===== config.mk =====
export PLATFORM = sky130hd
export DESIGN_NAME = rotation_matrix_to_quaternion_top
export DESIGN_NICKNAME = d
export VERILOG_FILES = /design/src/rmq_pkg.sv /design/src/rotation_matrix_to_quaternion_top.sv /design/src/rmq_prep.sv /design/src/rmq_sqrt_step.sv /design/src/rmq_out.sv
export SDC_FILE = /design/constraint.sdc
export NUM_CORES = 2
export LEC_CHECK = 0
export BUFFER_PORTS_ARGS = -buffer_cell sky130_fd_sc_hd__buf_4
export CAP_MARGIN = 20
export CORE_ASPECT_RATIO = 1.4
export CORE_MARGIN = 2
export CORE_UTILIZATION = 64
export CTS_CLUSTER_SIZE = 40
export DETAILED_ROUTE_END_ITERATION = 10
export GPL_TIMING_DRIVEN = 0
export PLACE_DENSITY = 0.88
export SYNTH_ARGS = -nofsm -noshare
export SYNTH_HDL_FRONTEND = slang
export SYNTH_SLANG_ARGS = --single-unit

===== constraint.sdc =====
create_clock -name clk -period 24.8 [get_ports clk]
set_clock_uncertainty 0.05 [all_clocks]
set_input_delay 4.96 -clock clk [delete_from_list [all_inputs] [get_ports clk]]
set_output_delay 4.96 -clock clk [all_outputs]
set_load 0.005 [all_outputs]

===== src/rmq_pkg.sv =====
// ----------------------------------------------------------------------------
// rmq_pkg
// Shared widths, constants and payload types of the rotation matrix to
// quaternion pipeline.
// ----------------------------------------------------------------------------
package rmq_pkg;

	localparam int FRAC_BITS = 14;
	localparam int IN_W      = 16;
	localparam int QW_W      = 15;
	localparam int MAG_MAX   = 32767;

	// signed sum of one and three diagonal entries
	localparam int SUM_W     = ((FRAC_BITS > IN_W + 1) ? FRAC_BITS : IN_W + 1) + 2;
	localparam int MAG_W     = SUM_W - 1;
	localparam int ROOT_MIN  = (MAG_W + FRAC_BITS - 2 + 1) / 2;

	// root bits resolved per pipeline stage
	localparam int SQ_STEPS  = 3;
	localparam int SQ_STAGES = (ROOT_MIN + SQ_STEPS - 1) / SQ_STEPS;
	localparam int ROOT_W    = SQ_STAGES * SQ_STEPS;
	localparam int RAD_W     = 2 * ROOT_W;
	localparam int REM_W     = ROOT_W + 3;

	localparam int LANES  = 4;
	localparam int LANE_W = 0;
	localparam int LANE_X = 1;
	localparam int LANE_Y = 2;
	localparam int LANE_Z = 3;

	localparam int SGN_X = 0;
	localparam int SGN_Y = 1;
	localparam int SGN_Z = 2;

	typedef struct packed {
		logic signed [IN_W-1:0] r00;
		logic signed [IN_W-1:0] r01;
		logic signed [IN_W-1:0] r02;
		logic signed [IN_W-1:0] r10;
		logic signed [IN_W-1:0] r11;
		logic signed [IN_W-1:0] r12;
		logic signed [IN_W-1:0] r20;
		logic signed [IN_W-1:0] r21;
		logic signed [IN_W-1:0] r22;
	} mat_t;

	typedef struct packed {
		logic        [QW_W-1:0] qw;
		logic signed [IN_W-1:0] qx;
		logic signed [IN_W-1:0] qy;
		logic signed [IN_W-1:0] qz;
	} quat_t;

	typedef struct packed {
		logic [RAD_W-1:0]  rad;
		logic [REM_W-1:0]  rem;
		logic [ROOT_W-1:0] root;
	} lane_t;

	typedef struct packed {
		logic [2:0]             neg;
		lane_t [LANES-1:0]      lane;
	} sq_stage_t;

endpackage


===== src/rotation_matrix_to_quaternion_top.sv =====
// ----------------------------------------------------------------------------
// rotation_matrix_to_quaternion_top
// Converts a Q2.14 rotation matrix to a quaternion through a fully pipelined
// datapath: entry stage, square-root stages, output stage.
//
//   Channel   Handshake        Payload            Transfer
//   matrix    start / busy     mat  (mat_t)       start high, busy low
//   result    done (strobe)    quat (quat_t)      done high, one cycle
//
// The pipeline has one entry stage, one stage per three root bits of the
// four parallel square-root lanes and one output stage. A new matrix is
// taken every cycle; busy is always low. Reset clears the valid bits only.
// The receiver cannot stall, so nothing is held.
// ----------------------------------------------------------------------------
module rotation_matrix_to_quaternion_top (
	input  logic           clk,
	input  logic           arst_n,
	input  logic           start,
	output logic           busy,
	input  rmq_pkg::mat_t  mat,
	output logic           done,
	output rmq_pkg::quat_t quat
);

	logic               vld_s1;
	rmq_pkg::sq_stage_t prep_s1;
	logic               sq_vld_s2 [rmq_pkg::SQ_STAGES];
	rmq_pkg::sq_stage_t sq_s2     [rmq_pkg::SQ_STAGES];
	rmq_pkg::sq_stage_t sq_in     [rmq_pkg::SQ_STAGES];
	rmq_pkg::sq_stage_t sq_next   [rmq_pkg::SQ_STAGES];

	assign busy = 1'b0;

	rmq_prep u_prep (
		.clk     (clk),
		.arst_n  (arst_n),
		.start   (start),
		.mat     (mat),
		.vld_s1  (vld_s1),
		.prep_s1 (prep_s1)
	);

	for (genvar s = 0; s < rmq_pkg::SQ_STAGES; s++) begin : g_stage
		if (s == 0) begin : g_first
			assign sq_in[s] = prep_s1;
		end else begin : g_rest
			assign sq_in[s] = sq_s2[s-1];
		end

		assign sq_next[s].neg = sq_in[s].neg;

		for (genvar k = 0; k < rmq_pkg::LANES; k++) begin : g_lane
			rmq_sqrt_step u_step (
				.lane_in  (sq_in[s].lane[k]),
				.lane_out (sq_next[s].lane[k])
			);
		end

		always_ff @(posedge clk or negedge arst_n) begin
			if (!arst_n) begin
				sq_vld_s2[s] <= 1'b0;
			end else if (s == 0) begin
				sq_vld_s2[s] <= vld_s1;
			end else begin
				sq_vld_s2[s] <= sq_vld_s2[(s == 0) ? 0 : s-1];
			end
		end

		always_ff @(posedge clk) begin
			sq_s2[s] <= sq_next[s];
		end
	end

	rmq_out u_out (
		.clk    (clk),
		.arst_n (arst_n),
		.vld    (sq_vld_s2[rmq_pkg::SQ_STAGES-1]),
		.fin    (sq_s2[rmq_pkg::SQ_STAGES-1]),
		.done   (done),
		.quat   (quat)
	);

endmodule


===== src/rmq_prep.sv =====
// ----------------------------------------------------------------------------
// rmq_prep
// Entry stage: diagonal sums, clamp at zero, radicand alignment and the
// three sign differences.
// ----------------------------------------------------------------------------
module rmq_prep (
	input  logic               clk,
	input  logic               arst_n,
	input  logic               start,
	input  rmq_pkg::mat_t      mat,
	output logic               vld_s1,
	output rmq_pkg::sq_stage_t prep_s1
);

	logic signed [rmq_pkg::SUM_W-1:0] one;
	logic signed [rmq_pkg::SUM_W-1:0] e00, e11, e22;
	logic signed [rmq_pkg::SUM_W-1:0] sum [rmq_pkg::LANES];
	logic signed [rmq_pkg::IN_W:0]    dx, dy, dz;
	rmq_pkg::sq_stage_t               prep;

	assign one = rmq_pkg::SUM_W'(1) <<< rmq_pkg::FRAC_BITS;
	assign e00 = rmq_pkg::SUM_W'(mat.r00);
	assign e11 = rmq_pkg::SUM_W'(mat.r11);
	assign e22 = rmq_pkg::SUM_W'(mat.r22);

	assign sum[rmq_pkg::LANE_W] = one + e00 + e11 + e22;
	assign sum[rmq_pkg::LANE_X] = one + e00 - e11 - e22;
	assign sum[rmq_pkg::LANE_Y] = one - e00 + e11 - e22;
	assign sum[rmq_pkg::LANE_Z] = one - e00 - e11 + e22;

	assign dx = (rmq_pkg::IN_W+1)'(mat.r21) - (rmq_pkg::IN_W+1)'(mat.r12);
	assign dy = (rmq_pkg::IN_W+1)'(mat.r02) - (rmq_pkg::IN_W+1)'(mat.r20);
	assign dz = (rmq_pkg::IN_W+1)'(mat.r10) - (rmq_pkg::IN_W+1)'(mat.r01);

	always_comb begin
		prep.neg[rmq_pkg::SGN_X] = dx[rmq_pkg::IN_W];
		prep.neg[rmq_pkg::SGN_Y] = dy[rmq_pkg::IN_W];
		prep.neg[rmq_pkg::SGN_Z] = dz[rmq_pkg::IN_W];
		for (int k = 0; k < rmq_pkg::LANES; k++) begin
			prep.lane[k].rem  = '0;
			prep.lane[k].root = '0;
			if (sum[k][rmq_pkg::SUM_W-1]) begin
				prep.lane[k].rad = '0;
			end else begin
				prep.lane[k].rad = rmq_pkg::RAD_W'(sum[k][rmq_pkg::MAG_W-1:0])
					<< (rmq_pkg::FRAC_BITS - 2);
			end
		end
	end

	always_ff @(posedge clk or negedge arst_n) begin
		if (!arst_n) begin
			vld_s1 <= 1'b0;
		end else begin
			vld_s1 <= start;
		end
	end

	always_ff @(posedge clk) begin
		prep_s1 <= prep;
	end

endmodule


===== src/rmq_sqrt_step.sv =====
// ----------------------------------------------------------------------------
// rmq_sqrt_step
// Digit-by-digit integer square root: resolves a fixed number of root bits
// of one lane per pipeline stage.
// ----------------------------------------------------------------------------
module rmq_sqrt_step (
	input  rmq_pkg::lane_t lane_in,
	output rmq_pkg::lane_t lane_out
);

	always_comb begin
		rmq_pkg::lane_t             cur;
		logic [rmq_pkg::REM_W-1:0]  trial;
		logic [rmq_pkg::REM_W-1:0]  test;
		cur = lane_in;
		for (int j = 0; j < rmq_pkg::SQ_STEPS; j++) begin
			trial   = {cur.rem[rmq_pkg::REM_W-3:0], cur.rad[rmq_pkg::RAD_W-1 -: 2]};
			test    = {1'b0, cur.root, 2'b01};
			cur.rad = {cur.rad[rmq_pkg::RAD_W-3:0], 2'b00};
			if (trial >= test) begin
				cur.rem  = trial - test;
				cur.root = {cur.root[rmq_pkg::ROOT_W-2:0], 1'b1};
			end else begin
				cur.rem  = trial;
				cur.root = {cur.root[rmq_pkg::ROOT_W-2:0], 1'b0};
			end
		end
		lane_out = cur;
	end

endmodule


===== src/rmq_out.sv =====
// ----------------------------------------------------------------------------
// rmq_out
// Output stage: saturate each root, apply the component signs and register
// the quaternion with its strobe.
// ----------------------------------------------------------------------------
module rmq_out (
	input  logic               clk,
	input  logic               arst_n,
	input  logic               vld,
	input  rmq_pkg::sq_stage_t fin,
	output logic               done,
	output rmq_pkg::quat_t     quat
);

	logic [rmq_pkg::QW_W-1:0]      mag [rmq_pkg::LANES];
	logic signed [rmq_pkg::IN_W-1:0] sx, sy, sz;
	logic                          done_q;
	rmq_pkg::quat_t                quat_q;

	always_comb begin
		for (int k = 0; k < rmq_pkg::LANES; k++) begin
			if (fin.lane[k].root > rmq_pkg::ROOT_W'(rmq_pkg::MAG_MAX)) begin
				mag[k] = rmq_pkg::QW_W'(rmq_pkg::MAG_MAX);
			end else begin
				mag[k] = fin.lane[k].root[rmq_pkg::QW_W-1:0];
			end
		end
	end

	assign sx = fin.neg[rmq_pkg::SGN_X] ? -{1'b0, mag[rmq_pkg::LANE_X]}
		: {1'b0, mag[rmq_pkg::LANE_X]};
	assign sy = fin.neg[rmq_pkg::SGN_Y] ? -{1'b0, mag[rmq_pkg::LANE_Y]}
		: {1'b0, mag[rmq_pkg::LANE_Y]};
	assign sz = fin.neg[rmq_pkg::SGN_Z] ? -{1'b0, mag[rmq_pkg::LANE_Z]}
		: {1'b0, mag[rmq_pkg::LANE_Z]};

	always_ff @(posedge clk or negedge arst_n) begin
		if (!arst_n) begin
			done_q <= 1'b0;
		end else begin
			done_q <= vld;
		end
	end

	always_ff @(posedge clk) begin
		quat_q.qw <= mag[rmq_pkg::LANE_W];
		quat_q.qx <= sx;
		quat_q.qy <= sy;
		quat_q.qz <= sz;
	end

	assign done = done_q;
	assign quat = quat_q;

endmodule

# Yosys cells after proc, flatten, opt, wreduce, memory -nomap -nowiden
# Memory sizes are Yosys's and may differ from the RTL's.
# Index checks and enable logic that the tools add are counted.
word_totals:
  word_cells: 230
  register_bits: 193
  n_memories: 1
  ramBits: 1155
  output_inout_bits: 65
classes:
  n_lt_le_gt_ge: 64
  n_mux: 66
  n_addsub: 76
memory_table:
  columns: ["memory", "depth", "width", "rd", "rd_clocked_by_memory_dff", "wr", "line_no", "source"]
  rows:
  - ["sq_s2", 5, 231, 5, 0, 5, "rotation_matrix_to_quaternion_top.sv:28", "rmq_pkg::sq_stage_t sq_s2 [rmq_pkg::SQ_STAGES];"]
op_table:
  columns: ["cell", "n"]
  rows:
  - ["two-way mux 31 bit", 40]
  - ["greater-or-equal comparator 18 x 17 -> 1 bit", 56]
  - ["two-way mux 33 bit", 20]
  - ["subtractor 16 bit", 36]
  - ["subtractor 18 x 17 -> 18 bit", 20]
  - ["two-way mux 15 bit", 6]
  - ["> comparator 15 bit, second input constant", 4]
  - ["subtractor 16 x 16 -> 17 bit", 3]
  - ["negator 15 -> 16 bit", 3]
  - ["subtractor 19 x 16 -> 19 bit", 2]
  - ["adder 17 x 16 -> 18 bit", 2]
  - ["subtractor 17 x 16 -> 18 bit", 2]
  - ["adder 18 x 16 -> 19 bit", 1]
  - ["adder 19 x 16 -> 19 bit", 1]
  - ["adder 16 x 16 -> 17 bit, first input constant", 1]
  - ["subtractor 16 x 16 -> 17 bit, first input constant", 1]
  - ["subtractor 2 x 1 -> 3 bit, second input constant", 4]
  - ["greater-or-equal comparator 2 x 1 -> 1 bit, second input constant", 4]

# Longest topological paths before layout
# An unclocked memory read counts as a cell.
depth:
  depth_word: 7
  depth_mapped: 43

# Hierarchy
# Synthesis repeated with hierarchy kept, for this count alone.
hier_totals:
  hier_cells: 12976
  hier_area_um2: 109819.1
modules_own_cells:
  columns: ["mod", "area_each_um2", "seq_area_each_um2", "cells_per_inst", "n_inst"]
  rows:
  - ["rmq_sqrt_step at g_stage[0].g_lane[0].u_step ...", 3593.4, 0.0, 509, 13]
  - ["rotation_matrix_to_quaternion_top", 25660.9, 25649.6, 1282, 1]
  - ["rmq_sqrt_step at g_stage[1].g_lane[0].u_step ...", 3515.9, 0.0, 520, 4]
  - ["rmq_prep", 10398.7, 1526.5, 1261, 1]
  - ["rmq_sqrt_step at g_stage[0].g_lane[3].u_step", 3716.1, 0.0, 537, 1]
  - ["rmq_sqrt_step at g_stage[4].g_lane[2].u_step", 3621.0, 0.0, 511, 1]
  - ["rmq_sqrt_step at g_stage[4].g_lane[3].u_step", 3385.7, 0.0, 480, 1]
  - ["rmq_out", 2258.4, 1286.2, 208, 1]

# Worst setup path after synthesis
# Ideal clock, no wire load.
synth_timing:
  path_type: "input-to-reg"
  startpoint: "input mat[65] in the netlist's numbering"
  endpoint: "register u_prep.prep_s1[110] (netlist name)"
  path_slack_ns: 15.137
  t_arrival_ns: 9.486
  path_buffers: 1
  required_ns: 24.622
  setup_ns: 0.128
  path_stages: 24
  path_cell_list: "inv_1 ha_1 nor2b_1 o21ai_0 a21boi_0 o21ai_0 a21boi_0 o21ai_0 a21boi_0 o21ai_0 a21boi_0 nor2_1 ha_1 and3_1 a21oi_1 o21ai_0 nor4_1 o41ai_1 a211oi_1 nor3b_1 or4b_2 o21ai_1 clkbuf_1 nor2_1"
synth_via:
  elab_chain_len: 2
synth_lines:
  columns: ["item", "line_no", "source"]
  rows:
  - ["from (decl)", "rotation_matrix_to_quaternion_top.sv:20", "input rmq_pkg::mat_t mat,"]
  - ["subtractor 17 x 16 -> 18 bit", "rmq_prep.sv:27", "assign sum[rmq_pkg::LANE_X] = one + e00 - e11 - e22;"]
  - ["subtractor 19 x 16 -> 19 bit", "rmq_prep.sv:27", null]
# No other way between the ends.
# A chain may end at the register's enable or synchronous reset.

# Worst setup path in the final report
layout_timing:
  startpoint: "input mat[65] in the netlist's numbering"
  endpoint: "register u_prep.prep_s1[108] (netlist name)"
layout_via:
  elab_chain_len: 2
layout_lines:
  columns: ["item", "line_no"]
  rows:
  - ["subtractor 17 x 16 -> 18 bit", "rmq_prep.sv:27"]
  - ["subtractor 19 x 16 -> 19 bit", "rmq_prep.sv:27"]
# No other way between the ends.

==> impl_results.md <==
- Most used DFF post-synth: dfxtp_1
- Yosys warning total: 0
- Crit path max-delay family: compound AO/OA/AOI/OAI gates
- Final setup fails: 0
- Register area share after synthesis: between 20 and 30%
- Clock latency on the worst-skew pair: around 620 ps
- Number of top-level pins: roughly 210
- Nets@finish: between 7000 and 8000
- Routability Congestion: around 0.95
- Final Critical Period: approximately 10000 ps
- Final Util: between 70 and 80%
- Multiplexer area fraction after synthesis: 3.03%
- Clock-pin slew on the worst setup and hold paths: 60 ps
- Pin count of the biggest net entering global routing: 17
- Final slew viol count: 0
- Hold crit path type: reg2reg
- Max-cap violations: 0
- Post-CTS Setup Inserts: 0
- Critical Path Sink Type: flop
- Buffers and inverters on the worst path: 3
- Die width: 243 um
- CTS resizes: 0
- Die footprint: 82500 sq um
- Syn avg cell area: about 8.2 sq um
- Seq cells post-synth: about 660
- Crit path launch type: input port
- Synth Area in XOR/XNOR: 9.68%
- CTS Hold Bufs: 0
- Outcome: complete, no violations
- CP most frequent cell: o21ai_0
- Final worst-path cycle share: between 40% and 50%
- Vias per inst: 5.96
- ANT nets after route: 0
- Synth async-reset ratio: approximately 1.1%
- Via count: roughly 46000
- CTS Sinks: 664
- Largest area contributor in the netlist: dfxtp_1
- Yosys cell types: 106
- Via count of the first global-routing pass: around 45000
- Post-Syn Instances: 6293
- H-tree lvl count: 3
- Yosys top cell area share: between 20% and 30%
- First-pass GRT wire length: about 200000 um
- Syn-to-layout area delta: 10.3%
- Simple-gate share of the synthesized area: 18.7%
- CTS buffer count: 68
- Setup CP Type: in2reg
- Post-synth top cells: 657 x dfxtp_1, 657 x ha_1, 563 x inv_1
- Slowest cell on crit path: or4b_2
- Fin Setup TNS: 0 ps
- Layout cells sized above 1: under 10%
- Mapped Area: 51300 sq um
- Tightest Pin Transition: between 1000 and 1500 ps
- Number of diodes: 0
- Maximum clock rate: slightly below 100 MHz
- CP arrival: 10730 ps
- Initial drt markers: 2510
- Die Y: approximately 340 um
- Final WL: roughly 120000 um
- WP data required: around 25000 ps
- GRT overflow: 0
- Number of failing hold endpoints at the final stage: 0
- Core Region: 79200 sq um
- Initial antenna violation count: 2
- WL per Instance: approximately 16 um
- Detailed Routing Iterations Pass 1: 7
- Synth area leaders: dfxtp_1 26%, ha_1 16%, xnor2_1 6.6%, a21oi_1 4.6%, inv_1 4.1%
- CTS tree: yes
- CP peak stage delay: slightly above 600 ps
- Relative slew slack: 21.2%
- Row cnt: 122
- RSZ-0062 raised after global routing: false
- I/O Buffers: 210
- Starting Density: between 60% and 70%
- Tot GR Track Use: 28.7%
- Compound-Gate Fraction of Synth Area: between 10% and 20%
- Largest family of logic cells by synthesized area: compound AO/OA/AOI/OAI gates
- # DRC: 0
- Root buffer cell: clkbuf_16
- Clk buf depth: 3
- CP Max Fanout: 10
- Post-synth EDFFs: 0
- DPL Wire Length: approximately 100000 um
- Synth Area in Adders: between 10% and 20%
metrics by stage:
stage	std cells	hold WS (ps)	instance area, sq um	setup WS [ps]
floorplan	6300	260	51300	15140
finish	7684	266	56600	14470
global route	7684	276	56600	13510
global placement	7564	261	54200	13980
detailed placement	7565	262	54200	13980
CTS	7684	264	56600	14610
kinds of logic (layout without fill, tap and decap cells):
kind of cell,after synthesis,count (layout)
compound gates,1591,1591
xor+xnor,567,567
fa+ha+maj,694,694
buf+inv,715,1045
flops,664,664
mux,142,142
other cells,2,9
simple gates,1918,1918
flip-flops by register name (all words and copies together) (netlist names):
| register | cells |
|---|---|
| sq_s2 | 519 |
| sq_vld_s2 | 5 |
| u_out.done | 1 |
| u_out.quat | 63 |
| u_prep.prep_s1 | 75 |
| u_prep.vld_s1 | 1 |
worst register-to-register path, delay by kind of cell, from the launching register on:
family                     cells  cell delay, ps
AOI/OAI and AO/OA             19            4070
adders and majority gates      5            1380
buffers and inverters          9            2660
DFF                            1             330
muxes                          1             450
and+or+nand+nor                7            1230
worst paths after layout:
kind,startpoint,endpoint,slack [ps],depth (start not counted)
setup reg to reg,sq_s2[2][57],sq_s2[3][83],14560,41
setup / recovery,mat[65],u_prep.prep_s1[108],14470,25
max in group asynchronous,arst_n,u_prep.vld_s1,20510,1
hold reg to reg,u_prep.prep_s1[108],sq_s2[0][102],270,0
hold / removal,u_prep.prep_s1[108],sq_s2[0][102],270,0
min in group asynchronous,arst_n,u_out.done,4080,1
cells in the final DEF, fill, tap and decap left out, types with 45 or more instances in the layout:
cell,count
clkbuf_1,116
mux2_2,97
or3_1,59
dfxtp_1,657
nor4_1,57
o21a_1,75
ha_1,657
nand3_1,132
a21boi_0,45
o21bai_1,68
nor3_1,165
clkbuf_16,73
o211ai_1,48
o31ai_1,74
xnor2_1,384
a21oi_1,474
nor2_1,533
buf_4,213
nand2b_1,76
o21ai_0,343
a21o_1,141
or2_2,49
nand2_1,455
nand4_1,66
inv_1,563
xor2_1,183
nor2b_1,85
and3_1,46
area by class of cell:
cell class / count / area, sq um
multi-input cells: 4921 / 35300
fillers: 6013 / 22600
flip-flops and latches: 664 / 13300
inverters: 577 / 2170
clock buffers: 91 / 1960
repair buffers: 211 / 1580
well taps: 1054 / 1320
plain buffers: 138 / 569
clock inverters: 28 / 410
layer usage:
metal	track usage (%)	part of all wire, %	vias to the layer above
met5	0	0.013	-
met3	3.01	3.9	420
met4	15.6	5.3	4
met2	55.0	52	1234
met1	30.3	39	21400
li1	-	-	22800
Power is not shown: default switching activity piles up to over one toggle a cycle in this logic, so the estimate is an artifact.
